--- src/mrfb_pkg.sv ---
`timescale 1ns / 1ps
package mrfb_pkg;

  localparam int DATA_W     = 64;
  localparam int CMD_W      = 7;
  localparam int ADDR_W     = 34;
  localparam int CUBE_W     = 3;
  localparam int LEN_W      = 5;
  localparam int TAG_W      = 11;
  localparam int BSS_W      = 2;
  localparam int LINK_COUNT = 4;
  localparam int LINK_W     = $clog2(LINK_COUNT);

  // lowest address bit of the link field at the smallest block size
  localparam int LINK_ADDR_BASE = 8;

  localparam logic [2:0] HDR_RSVD  = 3'b111;
  localparam logic [3:0] TAIL_RSVD = 4'b1111;
  localparam int TAIL_RSVD_LSB = 22;
  localparam int TAIL_LINK_LSB = 26;

  typedef enum logic {
    OP_REQUEST = 1'b0,
    OP_DATA    = 1'b1
  } op_t;

  // request command codes
  localparam logic [CMD_W-1:0] CMD_WR16       = 7'h08;
  localparam logic [CMD_W-1:0] CMD_WR128      = 7'h0F;
  localparam logic [CMD_W-1:0] CMD_MD_WR      = 7'h10;
  localparam logic [CMD_W-1:0] CMD_BWR        = 7'h11;
  localparam logic [CMD_W-1:0] CMD_TWO_ADD8   = 7'h12;
  localparam logic [CMD_W-1:0] CMD_ADD16      = 7'h13;
  localparam logic [CMD_W-1:0] CMD_P_WR16     = 7'h18;
  localparam logic [CMD_W-1:0] CMD_P_WR128    = 7'h1F;
  localparam logic [CMD_W-1:0] CMD_P_BWR      = 7'h21;
  localparam logic [CMD_W-1:0] CMD_P_TWO_ADD8 = 7'h22;
  localparam logic [CMD_W-1:0] CMD_P_ADD16    = 7'h23;
  localparam logic [CMD_W-1:0] CMD_MD_RD      = 7'h28;
  localparam logic [CMD_W-1:0] CMD_RD16       = 7'h30;
  localparam logic [CMD_W-1:0] CMD_RD128      = 7'h37;
  localparam logic [CMD_W-1:0] CMD_BOOL_FIRST = 7'h40;
  localparam logic [CMD_W-1:0] CMD_BOOL_LAST  = 7'h44;
  localparam logic [CMD_W-1:0] CMD_WR256      = 7'h4F;
  localparam logic [CMD_W-1:0] CMD_INC8       = 7'h50;
  localparam logic [CMD_W-1:0] CMD_BWR8R      = 7'h51;
  localparam logic [CMD_W-1:0] CMD_TWO_ADDS8R = 7'h52;
  localparam logic [CMD_W-1:0] CMD_ADDS16R    = 7'h53;
  localparam logic [CMD_W-1:0] CMD_P_INC8     = 7'h54;
  localparam logic [CMD_W-1:0] CMD_P_WR256    = 7'h5F;
  localparam logic [CMD_W-1:0] CMD_CAS_FIRST  = 7'h60;
  localparam logic [CMD_W-1:0] CMD_CAS_LAST   = 7'h63;
  localparam logic [CMD_W-1:0] CMD_CASEQ8     = 7'h64;
  localparam logic [CMD_W-1:0] CMD_CASZERO16  = 7'h65;
  localparam logic [CMD_W-1:0] CMD_EQ16       = 7'h68;
  localparam logic [CMD_W-1:0] CMD_EQ8        = 7'h69;
  localparam logic [CMD_W-1:0] CMD_SWAP16     = 7'h6A;
  localparam logic [CMD_W-1:0] CMD_RD256      = 7'h77;

  // one queue entry: a flit plus an optional tail flit behind it
  typedef struct packed {
    logic [DATA_W-1:0] lo0;
    logic [DATA_W-1:0] hi0;
    logic              last0;
    logic              has_tail;
    logic [DATA_W-1:0] tail_lo;
    logic [LINK_W-1:0] link;
    logic [TAG_W-1:0]  tag;
  } flit_entry_t;

  function automatic logic [LEN_W-1:0] packet_length(input logic [CMD_W-1:0] cmd);
    logic [LEN_W-1:0] n;
    unique case (cmd) inside
      [CMD_WR16:CMD_WR128],
      [CMD_P_WR16:CMD_P_WR128]:          n = {2'b00, cmd[2:0]} + LEN_W'(2);
      [CMD_RD16:CMD_RD128],
      CMD_RD256, CMD_MD_RD,
      CMD_INC8, CMD_P_INC8:              n = LEN_W'(1);
      CMD_WR256, CMD_P_WR256:            n = LEN_W'(17);
      CMD_MD_WR, CMD_BWR, CMD_TWO_ADD8, CMD_ADD16,
      CMD_P_BWR, CMD_P_TWO_ADD8, CMD_P_ADD16,
      CMD_BWR8R, CMD_TWO_ADDS8R, CMD_ADDS16R,
      [CMD_BOOL_FIRST:CMD_BOOL_LAST],
      [CMD_CAS_FIRST:CMD_CAS_LAST],
      CMD_CASEQ8, CMD_CASZERO16, CMD_EQ16, CMD_EQ8,
      CMD_SWAP16:                        n = LEN_W'(2);
      default:                           n = '0;
    endcase
    return n;
  endfunction

  function automatic logic [DATA_W-1:0] make_tail(input logic [LINK_W-1:0] link);
    logic [DATA_W-1:0] t;
    t = '0;
    t[TAIL_RSVD_LSB +: 4]      = TAIL_RSVD;
    t[TAIL_LINK_LSB +: LINK_W] = link;
    return t;
  endfunction

endpackage

--- src/memory_request_flit_builder.sv ---
`timescale 1ns / 1ps
// Request packet framer: turns request beats into 128-bit flits (two 64-bit
// halves per beat on each side). A request beat (operation 0) carries the
// command, address, cube id and first data beat; data beats (operation 1)
// carry the rest. The command sets the packet length in flits; unknown
// commands, or lengths above MAX_FLITS, give no flits and take no tag. A new
// request drops any unfinished packet, and a data beat outside a packet is
// dropped. The link comes from address bits picked by cfg_wdata (block size
// select), which the user must write only while the block is idle; the block
// itself does not enforce this. One input beat is taken per cycle while the
// front-to-back queue (QUEUE_DEPTH entries) has room. Each beat yields zero,
// one or two flits; the output register sends one flit per cycle while
// out_ready is high, so beats that finish a packet (and length-2 requests)
// send two flits and the output port sets the sustained rate. A flit passes
// through the queue and then the output register before it is shown.
module memory_request_flit_builder #(
  parameter int TAG_BITS    = 11,
  parameter int MAX_FLITS   = 17,
  parameter int QUEUE_DEPTH = 4
) (
  input  logic                         clk,
  input  logic                         rst_n,
  // configuration
  input  logic                         cfg_we,
  input  logic [mrfb_pkg::BSS_W-1:0]   cfg_wdata,
  // input beats
  input  logic                         in_valid,
  output logic                         in_ready,
  input  logic                         in_operation,
  input  logic [mrfb_pkg::CMD_W-1:0]   in_command,
  input  logic [mrfb_pkg::ADDR_W-1:0]  in_address,
  input  logic [mrfb_pkg::CUBE_W-1:0]  in_cube_id,
  input  logic [mrfb_pkg::DATA_W-1:0]  in_data_low,
  input  logic [mrfb_pkg::DATA_W-1:0]  in_data_high,
  // flit beats
  output logic                         out_valid,
  input  logic                         out_ready,
  output logic [mrfb_pkg::DATA_W-1:0]  out_flit_low,
  output logic [mrfb_pkg::DATA_W-1:0]  out_flit_high,
  output logic [mrfb_pkg::LINK_W-1:0]  out_link,
  output logic                         out_last,
  output logic [TAG_BITS-1:0]          out_tag
);
  import mrfb_pkg::*;

  // front -> queue
  logic        push_valid, push_ready;
  flit_entry_t push_data;
  // queue -> back
  logic        head_valid, head_pop;
  flit_entry_t head;

  // front: decode, header build, tag and packet tracking
  mrfb_front #(
    .TAG_BITS  (TAG_BITS),
    .MAX_FLITS (MAX_FLITS)
  ) u_front (
    .clk          (clk),
    .rst_n        (rst_n),
    .cfg_we       (cfg_we),
    .cfg_wdata    (cfg_wdata),
    .in_valid     (in_valid),
    .in_ready     (in_ready),
    .in_operation (in_operation),
    .in_command   (in_command),
    .in_address   (in_address),
    .in_cube_id   (in_cube_id),
    .in_data_low  (in_data_low),
    .in_data_high (in_data_high),
    .push_valid   (push_valid),
    .push_ready   (push_ready),
    .push_data    (push_data)
  );

  // decoupling queue, one entry per beat that produces flits
  mrfb_queue #(
    .WIDTH ($bits(flit_entry_t)),
    .DEPTH (QUEUE_DEPTH)
  ) u_queue (
    .clk        (clk),
    .rst_n      (rst_n),
    .push_valid (push_valid),
    .push_ready (push_ready),
    .push_data  (push_data),
    .pop_valid  (head_valid),
    .pop_ready  (head_pop),
    .pop_data   (head)
  );

  // back: serializes each entry into one or two flits
  mrfb_back #(
    .TAG_BITS (TAG_BITS)
  ) u_back (
    .clk           (clk),
    .rst_n         (rst_n),
    .head_valid    (head_valid),
    .head_pop      (head_pop),
    .head          (head),
    .out_valid     (out_valid),
    .out_ready     (out_ready),
    .out_flit_low  (out_flit_low),
    .out_flit_high (out_flit_high),
    .out_link      (out_link),
    .out_last      (out_last),
    .out_tag       (out_tag)
  );

endmodule

--- src/mrfb_front.sv ---
`timescale 1ns / 1ps
module mrfb_front #(
  parameter int TAG_BITS  = 11,
  parameter int MAX_FLITS = 17
) (
  input  logic                         clk,
  input  logic                         rst_n,
  input  logic                         cfg_we,
  input  logic [mrfb_pkg::BSS_W-1:0]   cfg_wdata,
  input  logic                         in_valid,
  output logic                         in_ready,
  input  logic                         in_operation,
  input  logic [mrfb_pkg::CMD_W-1:0]   in_command,
  input  logic [mrfb_pkg::ADDR_W-1:0]  in_address,
  input  logic [mrfb_pkg::CUBE_W-1:0]  in_cube_id,
  input  logic [mrfb_pkg::DATA_W-1:0]  in_data_low,
  input  logic [mrfb_pkg::DATA_W-1:0]  in_data_high,
  output logic                         push_valid,
  input  logic                         push_ready,
  output mrfb_pkg::flit_entry_t        push_data
);
  import mrfb_pkg::*;

  logic [BSS_W-1:0]    bss_r;
  logic [TAG_BITS-1:0] tag_cnt_r, tag_cnt_nxt;
  logic [DATA_W-1:0]   held_r, held_nxt;
  logic [LEN_W-1:0]    rem_r, rem_nxt;
  logic [LINK_W-1:0]   pkt_link_r, pkt_link_nxt;
  logic [TAG_BITS-1:0] pkt_tag_r, pkt_tag_nxt;

  logic              accept;
  logic [LEN_W-1:0]  len_raw, len;
  logic [LEN_W-1:0]  rem_dec;
  logic [ADDR_W-1:0] addr_sh;
  logic [LINK_W-1:0] new_link;
  logic [DATA_W-1:0] header;

  assign in_ready = push_ready;
  assign accept   = in_valid && push_ready;

  assign len_raw  = packet_length(in_command);
  assign len      = (len_raw > LEN_W'(MAX_FLITS)) ? '0 : len_raw;
  assign addr_sh  = in_address >> (LINK_ADDR_BASE + int'(bss_r));
  assign new_link = addr_sh[LINK_W-1:0];
  assign rem_dec  = rem_r - LEN_W'(1);
  assign header   = {in_cube_id, HDR_RSVD, in_address, 1'b0,
                     TAG_W'(tag_cnt_r), len, in_command};

  always_comb begin
    tag_cnt_nxt  = tag_cnt_r;
    held_nxt     = held_r;
    rem_nxt      = rem_r;
    pkt_link_nxt = pkt_link_r;
    pkt_tag_nxt  = pkt_tag_r;
    push_valid   = 1'b0;
    push_data    = '0;
    if (accept) begin
      if (in_operation == OP_REQUEST) begin
        rem_nxt = '0;
        if (len != '0) begin
          pkt_link_nxt   = new_link;
          pkt_tag_nxt    = tag_cnt_r;
          tag_cnt_nxt    = tag_cnt_r + 1'b1;
          push_valid     = 1'b1;
          push_data.link = new_link;
          push_data.tag  = TAG_W'(tag_cnt_r);
          push_data.lo0  = header;
          if (len == LEN_W'(1)) begin
            // header and tail share the only flit
            push_data.hi0   = make_tail(new_link);
            push_data.last0 = 1'b1;
          end else begin
            push_data.hi0      = in_data_low;
            push_data.tail_lo  = in_data_high;
            push_data.has_tail = (len == LEN_W'(2));
            held_nxt           = in_data_high;
            rem_nxt            = (len == LEN_W'(2)) ? '0 : len - LEN_W'(1);
          end
        end
      end else if (rem_r != '0) begin
        push_valid        = 1'b1;
        push_data.link    = pkt_link_r;
        push_data.tag     = TAG_W'(pkt_tag_r);
        push_data.lo0     = held_r;
        push_data.hi0     = in_data_low;
        push_data.tail_lo = in_data_high;
        held_nxt          = in_data_high;
        if (rem_dec <= LEN_W'(1)) begin
          push_data.has_tail = 1'b1;
          rem_nxt            = '0;
        end else begin
          rem_nxt = rem_dec;
        end
      end
    end
  end

  always_ff @(posedge clk) begin
    if (!rst_n) begin
      bss_r     <= '0;
      tag_cnt_r <= '0;
      rem_r     <= '0;
    end else begin
      if (cfg_we) begin
        bss_r <= cfg_wdata;
      end
      tag_cnt_r <= tag_cnt_nxt;
      rem_r     <= rem_nxt;
    end
  end

  always_ff @(posedge clk) begin
    held_r     <= held_nxt;
    pkt_link_r <= pkt_link_nxt;
    pkt_tag_r  <= pkt_tag_nxt;
  end

endmodule

--- src/mrfb_queue.sv ---
`timescale 1ns / 1ps
module mrfb_queue #(
  parameter int WIDTH = 8,
  parameter int DEPTH = 4
) (
  input  logic             clk,
  input  logic             rst_n,
  input  logic             push_valid,
  output logic             push_ready,
  input  logic [WIDTH-1:0] push_data,
  output logic             pop_valid,
  input  logic             pop_ready,
  output logic [WIDTH-1:0] pop_data
);
  localparam int PTR_W = (DEPTH > 1) ? $clog2(DEPTH) : 1;
  localparam int CNT_W = $clog2(DEPTH + 1);

  logic [WIDTH-1:0] mem_r [DEPTH];
  logic [PTR_W-1:0] wr_ptr_r, wr_ptr_nxt;
  logic [PTR_W-1:0] rd_ptr_r, rd_ptr_nxt;
  logic [CNT_W-1:0] count_r, count_nxt;
  logic             do_push, do_pop;

  assign push_ready = (count_r != CNT_W'(DEPTH));
  assign pop_valid  = (count_r != '0);
  assign pop_data   = mem_r[rd_ptr_r];
  assign do_push    = push_valid && push_ready;
  assign do_pop     = pop_valid && pop_ready;

  always_comb begin
    wr_ptr_nxt = wr_ptr_r;
    rd_ptr_nxt = rd_ptr_r;
    count_nxt  = count_r;
    if (do_push) begin
      wr_ptr_nxt = (wr_ptr_r == PTR_W'(DEPTH - 1)) ? '0 : wr_ptr_r + 1'b1;
    end
    if (do_pop) begin
      rd_ptr_nxt = (rd_ptr_r == PTR_W'(DEPTH - 1)) ? '0 : rd_ptr_r + 1'b1;
    end
    if (do_push && !do_pop) begin
      count_nxt = count_r + 1'b1;
    end else if (do_pop && !do_push) begin
      count_nxt = count_r - 1'b1;
    end
  end

  always_ff @(posedge clk) begin
    if (!rst_n) begin
      wr_ptr_r <= '0;
      rd_ptr_r <= '0;
      count_r  <= '0;
    end else begin
      wr_ptr_r <= wr_ptr_nxt;
      rd_ptr_r <= rd_ptr_nxt;
      count_r  <= count_nxt;
    end
  end

  always_ff @(posedge clk) begin
    if (do_push) begin
      mem_r[wr_ptr_r] <= push_data;
    end
  end

endmodule

--- src/mrfb_back.sv ---
`timescale 1ns / 1ps
module mrfb_back #(
  parameter int TAG_BITS = 11
) (
  input  logic                         clk,
  input  logic                         rst_n,
  input  logic                         head_valid,
  output logic                         head_pop,
  input  mrfb_pkg::flit_entry_t        head,
  output logic                         out_valid,
  input  logic                         out_ready,
  output logic [mrfb_pkg::DATA_W-1:0]  out_flit_low,
  output logic [mrfb_pkg::DATA_W-1:0]  out_flit_high,
  output logic [mrfb_pkg::LINK_W-1:0]  out_link,
  output logic                         out_last,
  output logic [TAG_BITS-1:0]          out_tag
);
  import mrfb_pkg::*;

  logic                out_valid_r, out_valid_nxt;
  logic                tail_pending_r, tail_pending_nxt;
  logic [DATA_W-1:0]   lo_r, lo_nxt;
  logic [DATA_W-1:0]   hi_r, hi_nxt;
  logic [LINK_W-1:0]   link_r, link_nxt;
  logic                last_r, last_nxt;
  logic [TAG_BITS-1:0] tag_r, tag_nxt;
  logic                load;

  assign load = head_valid && (!out_valid_r || out_ready);

  always_comb begin
    out_valid_nxt    = out_valid_r;
    tail_pending_nxt = tail_pending_r;
    lo_nxt           = lo_r;
    hi_nxt           = hi_r;
    link_nxt         = link_r;
    last_nxt         = last_r;
    tag_nxt          = tag_r;
    head_pop         = 1'b0;
    if (load) begin
      out_valid_nxt = 1'b1;
      link_nxt      = head.link;
      tag_nxt       = head.tag[TAG_BITS-1:0];
      if (!tail_pending_r) begin
        lo_nxt   = head.lo0;
        hi_nxt   = head.hi0;
        last_nxt = head.last0;
        if (head.has_tail) begin
          tail_pending_nxt = 1'b1;
        end else begin
          head_pop = 1'b1;
        end
      end else begin
        // second flit of the entry: held half below, tail above
        lo_nxt           = head.tail_lo;
        hi_nxt           = make_tail(head.link);
        last_nxt         = 1'b1;
        tail_pending_nxt = 1'b0;
        head_pop         = 1'b1;
      end
    end else if (out_ready) begin
      out_valid_nxt = 1'b0;
    end
  end

  always_ff @(posedge clk) begin
    if (!rst_n) begin
      out_valid_r    <= 1'b0;
      tail_pending_r <= 1'b0;
    end else begin
      out_valid_r    <= out_valid_nxt;
      tail_pending_r <= tail_pending_nxt;
    end
  end

  always_ff @(posedge clk) begin
    lo_r   <= lo_nxt;
    hi_r   <= hi_nxt;
    link_r <= link_nxt;
    last_r <= last_nxt;
    tag_r  <= tag_nxt;
  end

  assign out_valid     = out_valid_r;
  assign out_flit_low  = lo_r;
  assign out_flit_high = hi_r;
  assign out_link      = link_r;
  assign out_last      = last_r;
  assign out_tag       = tag_r;

endmodule

--- config.mk ---
export PLATFORM = sky130hd
export DESIGN_NAME = memory_request_flit_builder
export DESIGN_NICKNAME = d
export VERILOG_FILES = /design/src/mrfb_pkg.sv /design/src/memory_request_flit_builder.sv /design/src/mrfb_front.sv /design/src/mrfb_queue.sv /design/src/mrfb_back.sv
export SDC_FILE = /design/constraint.sdc
export NUM_CORES = 1
export LEC_CHECK = 0
export BUFFER_PORTS_ARGS = -buffer_cell sky130_fd_sc_hd__buf_4
export CAP_MARGIN = 10
export CORE_ASPECT_RATIO = 1.75
export CORE_MARGIN = 1.5
export CORE_UTILIZATION = 43
export CTS_BUF_LIST = sky130_fd_sc_hd__clkbuf_8 sky130_fd_sc_hd__clkbuf_16
export DETAILED_ROUTE_END_ITERATION = 16
export HOLD_SLACK_MARGIN = 0.03
export PLACE_DENSITY = 0.63
export SYNTH_ARGS = -nofsm -noshare
export SYNTH_HDL_FRONTEND = slang
export SYNTH_SLANG_ARGS = --single-unit
export TNS_END_PERCENT = 1
--- constraint.sdc ---
create_clock -name clk -period 12.6 [get_ports clk]
set_input_delay 0.63 -clock clk [delete_from_list [all_inputs] [get_ports clk]]
set_output_delay 0.63 -clock clk [all_outputs]
set_load 0.05 [all_outputs]
==> results of run 1 <==
cells by family (layout without fill, tap and decap cells):
group	count (synthesis)	count (layout)	share of synthesized area (%)
buf+inv	127	546	1.37
other cells	0	1	0
compound gates	126	126	2.39
flops	1076	1076	77.2
fa+ha+maj	15	15	0.471
xor+xnor	16	16	0.338
mux	219	219	11.6
simple gates	533	533	6.63
sequential cells by signal (all words and copies together) (netlist names), named ones only:
signal,count
u_front.pkt_tag_r,11
u_back.out_link,2
u_back.out_valid,1
u_front.pkt_link_r,2
u_back.out_flit_high,64
u_front.bss_r,2
u_back.out_last,1
u_back.out_tag,11
u_front.held_r,64
u_front.rem_r,5
u_queue.wr_ptr_r,2
u_back.out_flit_low,64
u_queue.mem_r,828
u_queue.rd_ptr_r,2
u_back.tail_pending_r,1
u_front.tag_cnt_r,11
u_queue.count_r,3
critical path: stages:
cell and delay (ns):
buf_4 0.17, or4b_1 0.56, a21oi_2 0.19, a311oi_2 0.09, o21ai_4 0.27, inv_1 0.11
ha_1 0.37, nand2_1 0.22, o21ai_4 0.27, inv_1 0.28, and2_4 0.59, buf_4 0.79
buf_4 0.91
layout by cell type, fill, tap and decap left out, types with 3 or more instances in the layout:
cell type and count:
a21boi_0 4, a21oi_1 33, a21oi_4 3, a22o_1 47
and2_1 193, and2_4 5, buf_4 347, bufinv_16 12
clkbuf_16 102, clkinv_1 20, clkinv_2 16, clkinvlp_4 3
dfxtp_1 26, dfxtp_4 3, edfxtp_1 1047, ha_1 14
inv_1 39, mux2i_1 10, mux4_2 209, nand2_1 231
nand2b_1 13, nand3_1 4, nand4_1 7, nor2_1 26
nor2b_1 11, nor3_1 6, nor3b_1 3, o21ai_0 9
or2_2 5, or3_1 5, or3b_1 3, xnor2_1 12
xor2_1 4
power by group:
group / switching [mW] / internal (mW) / total [mW]
registers: 0.221 / 4.66 / 4.88
logic: 1.95 / 0.938 / 2.89
clock network: 1.28 / 1.71 / 2.99
total: 3.46 / 7.31 / 10.8
layer usage:
layer | GRT usage, % | share of wire, % | vias up
met4 | 6.18 | 2.1 | 2
li1 | - | - | 8981
met5 | 0 | 0.013 | -
met3 | 2.62 | 5.3 | 110
met2 | 32.5 | 51 | 702
met1 | 25.5 | 42 | 10748
final cells by class:
cell class	instances	area [um^2]	area share, %
timing repair buffer	349	2650	5.46
antenna	1	2.50	0.00517
clock buffer	103	2570	5.30
multi-input combinational	909	8920	18.4
clock inverter	75	651	1.34
tap	1216	1520	3.14
sequential	1076	32000	66.2
inverter	19	76.3	0.158
metrics by stage:
| stage | worst slack, ns | cell area [um^2] | util [%] | power, mW | cells |
|---|---|---|---|---|---|
| 3_3_place_gp | 6.67 | 45200 | 47.3 | 7.87 | 3569 |
| 4_1_cts | 7.23 | 48400 | 50.7 | 10.9 | 3747 |
| 6_report | 7.22 | 48400 | 50.7 | 10.8 | 3748 |
| 3_5_place_dp | 6.50 | 45200 | 47.3 | 7.91 | 3569 |
| 2_1_floorplan | 3.23 | 41500 | - | 6.97 | 2112 |
| 5_1_grt | 6.85 | 48400 | 50.7 | 11.2 | 3747 |
worst max-delay path by stage:
stage	to	slack [ns]
4_1_cts	u_queue.mem_r[3][57]	7.23
5_1_grt	u_queue.mem_r[3][67]	6.85
3_5_place_dp	u_queue.mem_r[3][126]	6.50
2_1_floorplan	u_queue.count_r[2]	3.23
6_report	u_queue.mem_r[3][191]	7.22
3_3_place_gp	u_queue.mem_r[3][126]	6.67
==> impl_results.md, run 1 <==
* Hold slack at 0.128 ns
* Initial DRC Count at between 1500 and 2000
* Die width at approximately 240 um
* Post-CTS Resized at 0
* Fin Setup TNS at 0 ns
* Mean Syn Cell Area at approximately 20 um^2
* Post-synth net total at about 2300
* GPL Wtd Cong at 0.840
* GRT overflow at 0
* WHS Endpoint: u_front.held_r[3]
* Vias post-DR at about 21000
* Port Buf Inserts at 323
* Synth top area cells: edfxtp_1 76%, mux4_2 11%, and2_1 3.0%
* Peak Freq at roughly 190 MHz
* # fillers at between 7000 and 8000
* Final hold vios at 0
* Htree depth at 3
* Number of synthesized flops with an enable pin at ~1000
* Post-synth top cells: 1047 x edfxtp_1, 231 x nand2_1, 209 x mux4_2
* Yosys reg bits at roughly 1100
* Seq/Total Area, Yosys at ~77%
* Leakage at ~16 nW
* # DRC at 0
* Yosys warning count at 0
* CTS Buffer Depth at 3
* Gr usage total at between 10% and 20%
* Worst hold start: in_data_high[3]
* Worst flop-to-flop path startpoint: u_front.rem_r[0]
* Top cell type's share of synthesized area at between 70% and 80%
* Vias in the first global route at between 20000 and 25000
* Number of library cell types mapped by synthesis at slightly below 80
* Hold Path Depth at 1
* Full die area at approximately 98000 um^2
* Req. time, crit path at ~13 ns
* IO Pins at around 320
* Worst skew pair latency at 0.69 ns
* Clock root buffer master: clkbuf_16
* PD cells at approximately 220 nW/um^2
* Clk pin slew, worst setup/hold paths at roughly 0.060 ns
* Crit end category: flip-flop
* Post-synthesis cell count at 2112
* Worst-margin pin slew at 1.24 ns
* Fin crit period at around 5.4 ns
* Std cell rows at 150
* Cell Area, Synth at between 40000 and 50000 um^2
* Area grow syn2layout at 16.7%
* Arr. time, crit path at 5.67 ns
* Post-CTS setup buffers at 0
* CP Launch Point: in_command[0]
* Routed Antenna Nets at 0
* Reg2Reg Depth at 9
* RSZ-0062 raised after global routing: false
* CTS tree: built
* CTS Buf Count at 96
* DR WL/cell at 24.9 um
* Period utilisation layout at 42.7%
* Die height at 414 um
* Setup CP Type: in -> reg
* Skew final at 0.0241 ns
* Max-cap violations at 0
* Peak VDD IR at between 0.15 and 0.2 mV
* Status: complete, no violations
* Most common cell in the netlist: edfxtp_1
* Reg2Reg Setup Slack at ~7.3 ns
* Relative slew slack at 17.7%
* Hold Crit Class: in -> reg
* Worst R2R End: u_queue.mem_r[3][191]
* Hold_buf cts at 0
* CORE AREA at around 96000 um^2
* NumNets Final at approximately 2600
* Cell taking the most area after synthesis: edfxtp_1
* DRT Pass-1 Iters at 7
* Total wire length at slightly above 90000 um
* Worst Setup Start Kind: primary input
* Dpl hpwl at 55600 um
* CTS sink cnt at around 1100
* Slew Limit Fails at 0
* Synth Flop Type: edfxtp_1
* Via/cell ratio at approximately 5.5
* Largest net degree at the start of global routing at roughly 150
* Count of final setup violators at 0
* First-pass GRT wire length at between 100000 and 150000 um
* Crit Path Max Fanout at 70
* Share of cells above drive strength 1 at 29.1%
* Starting Density at ~43%
* Initial antenna violation count at 1
* Asr flop ratio synth at 0%
No activity file was read; power rests on OpenSTA's default activity.
==> run 2, diff against run 1 <==
- ABC_AREA: default -> 1
- clock period: 12.6 -> 5.4 ns (I/O delays scaled with it)
==> impl_results.md, run 2 <==
* Status: complete, no violations
* Dpl hpwl at 61900 um (+11%)
* Clock root buffer master: clkbuf_16
* Reg power frac at 41.7% (-3.7 points)
* M1 GR Usage at 26.8% (+1.4 points)
* Req. time, crit path at 5.75 ns (-7.14 ns)
* Post-CTS Resized at 0 (unchanged)
* Placed inst area at 46400 um^2 (+2.6%)
* Crit Path Max Fanout at 53 (-24%)
* Synth top area cells: edfxtp_1 74%, nor2_1 7.4%, o21ai_0 5.3%
* Leakage at 18.1 nW (+9.5%)
* Htree depth at 3 (unchanged)
* GR Util met2 at 38.4% (+5.9 points)
* Clk pin slew, worst setup/hold paths at 0.07 ns (about the same)
* Arr. time, crit path at 4.05 ns (-1.62 ns)
* Switching power at 10.6 mW (+210%)
* Number of synthesized flops with an enable pin at 1047 (unchanged)
* CORE AREA at 98100 um^2 (+2.7%)
* Gr usage total at 21.7% (+2.6 points)
* Die height at 420 um (+1.4%)
* Setup CP Type: reg -> reg
* Largest net degree at the start of global routing at 199 (+37%)
* Std cell rows at 152 (+1.3%)
* Via/cell ratio at 5.31 (-3.2%)
* Number of library cell types mapped by synthesis at 45 (-42%)
* RSZ-0062 raised after global routing: false
* Most flops, register: u_queue.mem_r
* Final setup margin at 1.70 ns (-5.52 ns)
* Clk pwr share at 24.9% (-2.9 points)
* CTS Buffer Depth at 3 (unchanged)
* Share of cells above drive strength 1 at 16.4% (-13 points)
* Asr flop ratio synth at 0% (unchanged)
* Peak VDD IR at 0.443 mV (+190%)
* Final core utilization at 52.3% (+1.6 points)
* First-pass GRT wire length at 165000 um (+18%)
* CTS Buf Count at 96 (unchanged)
* Post-synth top cells: 1047 x edfxtp_1, 842 x nor2_1, 453 x o21ai_0
* Placement Setup Slack at 1.69 ns (-4.81 ns)
* Worst skew pair latency at 0.70 ns (about the same)
* Design Area, Final at 51300 um^2 (+6.0%)
* Count of final setup violators at 0 (unchanged)
* NumNets Final at 4010 (+52%)
* Hold Crit Class: in -> reg
* Top cell type's share of synthesized area at 73.7% (-2.1 points)
* Post-synthesis cell count at 3402 (+61%)
* Commonest non-fill, non-tap cell in the layout: edfxtp_1
* Met3 usage at 2.97% (+0.35 points)
* CTS tree: built
* Vias in the first global route at 27423 (+26%)
* Post-CTS setup buffers at 0 (unchanged)
* DR WL/cell at 21.2 um (-15%)
* Slew Limit Fails at 0 (unchanged)
* Routed Antenna Nets at 0 (unchanged)
* DRT Pass-1 Iters at 6 (-1)
* Most common cell in the netlist: edfxtp_1
* Seq/Total Area, Yosys at 75.1% (-2.1 points)
* Multi-input gate area at 9480 um^2 (+6.2%)
* Crit end category: flip-flop
* Total wire length at 110000 um (+18%)
* Cell taking the most area after synthesis: edfxtp_1
* Peak Freq at between 200 and 300 MHz
* Final hold vios at 0 (unchanged)
* GPL Wtd Cong at 0.858 (+2.1%)
* Synth Flop Type: edfxtp_1
* GR peak layer: met2
* Port Buf Inserts at 323 (unchanged)
* Initial antenna violation count at 7 (+6)
* Cell Area, Synth at 42600 um^2 (+2.8%)
* Mean Syn Cell Area at 12.5 um^2 (-36%)
* Max reg flops at 828 (unchanged)
* CTS sink cnt at 1076 (unchanged)
* Hold_buf cts at 168 (+168)
* Worst Setup Start Kind: flip-flop
* Yosys reg bits at 1076 (unchanged)
* # fillers at 8303 (+7.8%)
* # DRC at 0 (unchanged)
* Initial DRC Count at 2154 (+25%)
* Combinational share of power at 33.4% (+6.6 points)
* Relative slew slack at 3.57% (-14 points)
* Post-synth net total at 3597 (+56%)
* Sequential Area at 32000 um^2 (about the same)
* Commonest non-fill, non-tap cells in the layout: 1047 x edfxtp_1, 838 x nor2_1, 453 x o21ai_0
* Layout Cells excl Fill at 5207 (+39%)
* GRT overflow at 0 (unchanged)
* Fin Setup TNS at 0 ns (unchanged)
* Area grow syn2layout at 20.3%
* Int Pwr at 17.5 mW (+140%)
* Starting Density at 43.5% (+0.047 points)
* PD cells at 548 nW/um^2 (+150%)
* Skew final at 0.0339 ns (+0.00981 ns)
* Fin crit period at 3.70 ns
* Switching share of power at 37.6% (+5.5 points)
* Die width at 241 um (+1.4%)
* IO Pins at 324 (unchanged)
* Vias post-DR at 27627 (+34%)
* Max-cap violations at 0 (unchanged)
* Period utilisation layout at approximately two thirds
* Worst-margin pin slew at 1.45 ns (+0.211 ns)
* Yosys warning count at 0 (unchanged)
* # placed instances at 4858 (+36%)
* Full die area at 101000 um^2 (+2.8%)
## run 2: final cells by class
type | instances | share of cell area (%)
diodes | 3 | 0.0146
clock buffers | 100 | 4.79
clock inverters | 78 | 1.57
inverters | 67 | 0.549
multi-input cells | 2043 | 18.5
flip-flops and latches | 1076 | 62.4
well taps | 1309 | 3.19
repair buffers | 531 | 9.00
## run 2: worst paths after layout
| kind | slack (ns) | from | depth (start not counted) | end |
|---|---|---|---|---|
| max | 1.70 | u_queue.count_r[1] | 10 | u_front.held_r[29] |
| min | 0.11 | in_data_low[27] | 3 | u_queue.mem_r[3][106] |
| max reg2reg | 1.70 | u_queue.count_r[1] | 10 | u_front.held_r[29] |
| min reg2reg | 0.49 | u_front.tag_cnt_r[6] | 0 | u_front.pkt_tag_r[6] |
## run 2: critical path, cell delays in order, from the launching register on
cell and delay, ns:
dfxtp_1 0.36, inv_1 0.10, nand3_1 0.11, nand2_1 0.19
inv_6 0.41, nand2_1 0.23, inv_1 0.31, nand2_2 0.38
buf_4 0.37, a21oi_4 0.41, buf_12 0.39
## run 2: metrics by stage
stage	hold WS, ns	total power [mW]
3_5_place_dp	0.463	21.3
4_1_cts	0.0457	28.4
6_report	0.115	28.1
2_1_floorplan	0.369	18.1
3_3_place_gp	0.460	21.2
5_1_grt	0.119	29.4
## run 2: cell families after synthesis
family,synth area share (%)
XOR/XNOR,0.164
AO/OA/AOI/OAI,8.92
AND/OR/NAND/NOR,12.5
adder cells (fa/ha/maj),0.458
buffers and inverters,2.84
flip-flops,75.1
## run 2: power groups by stage
stage                     registers [mW]  clock network [mW]  logic [mW]
after global placement              11.9                   0        9.29
after CTS                           11.7                7.15        9.52
after detailed placement            11.9                   0        9.38
final                               11.7                7.01        9.40
after global routing                11.8                7.43        10.2
after floorplan                     13.9                   0        4.23
## run 2: metal layers
metal  part of all wire, %  vias to the layer above
met3                   5.7                      163
li1                      -                    12944
met4                   3.0                       10
met1                    39                    13599
met2                    52                      911
met5                 0.055                        -
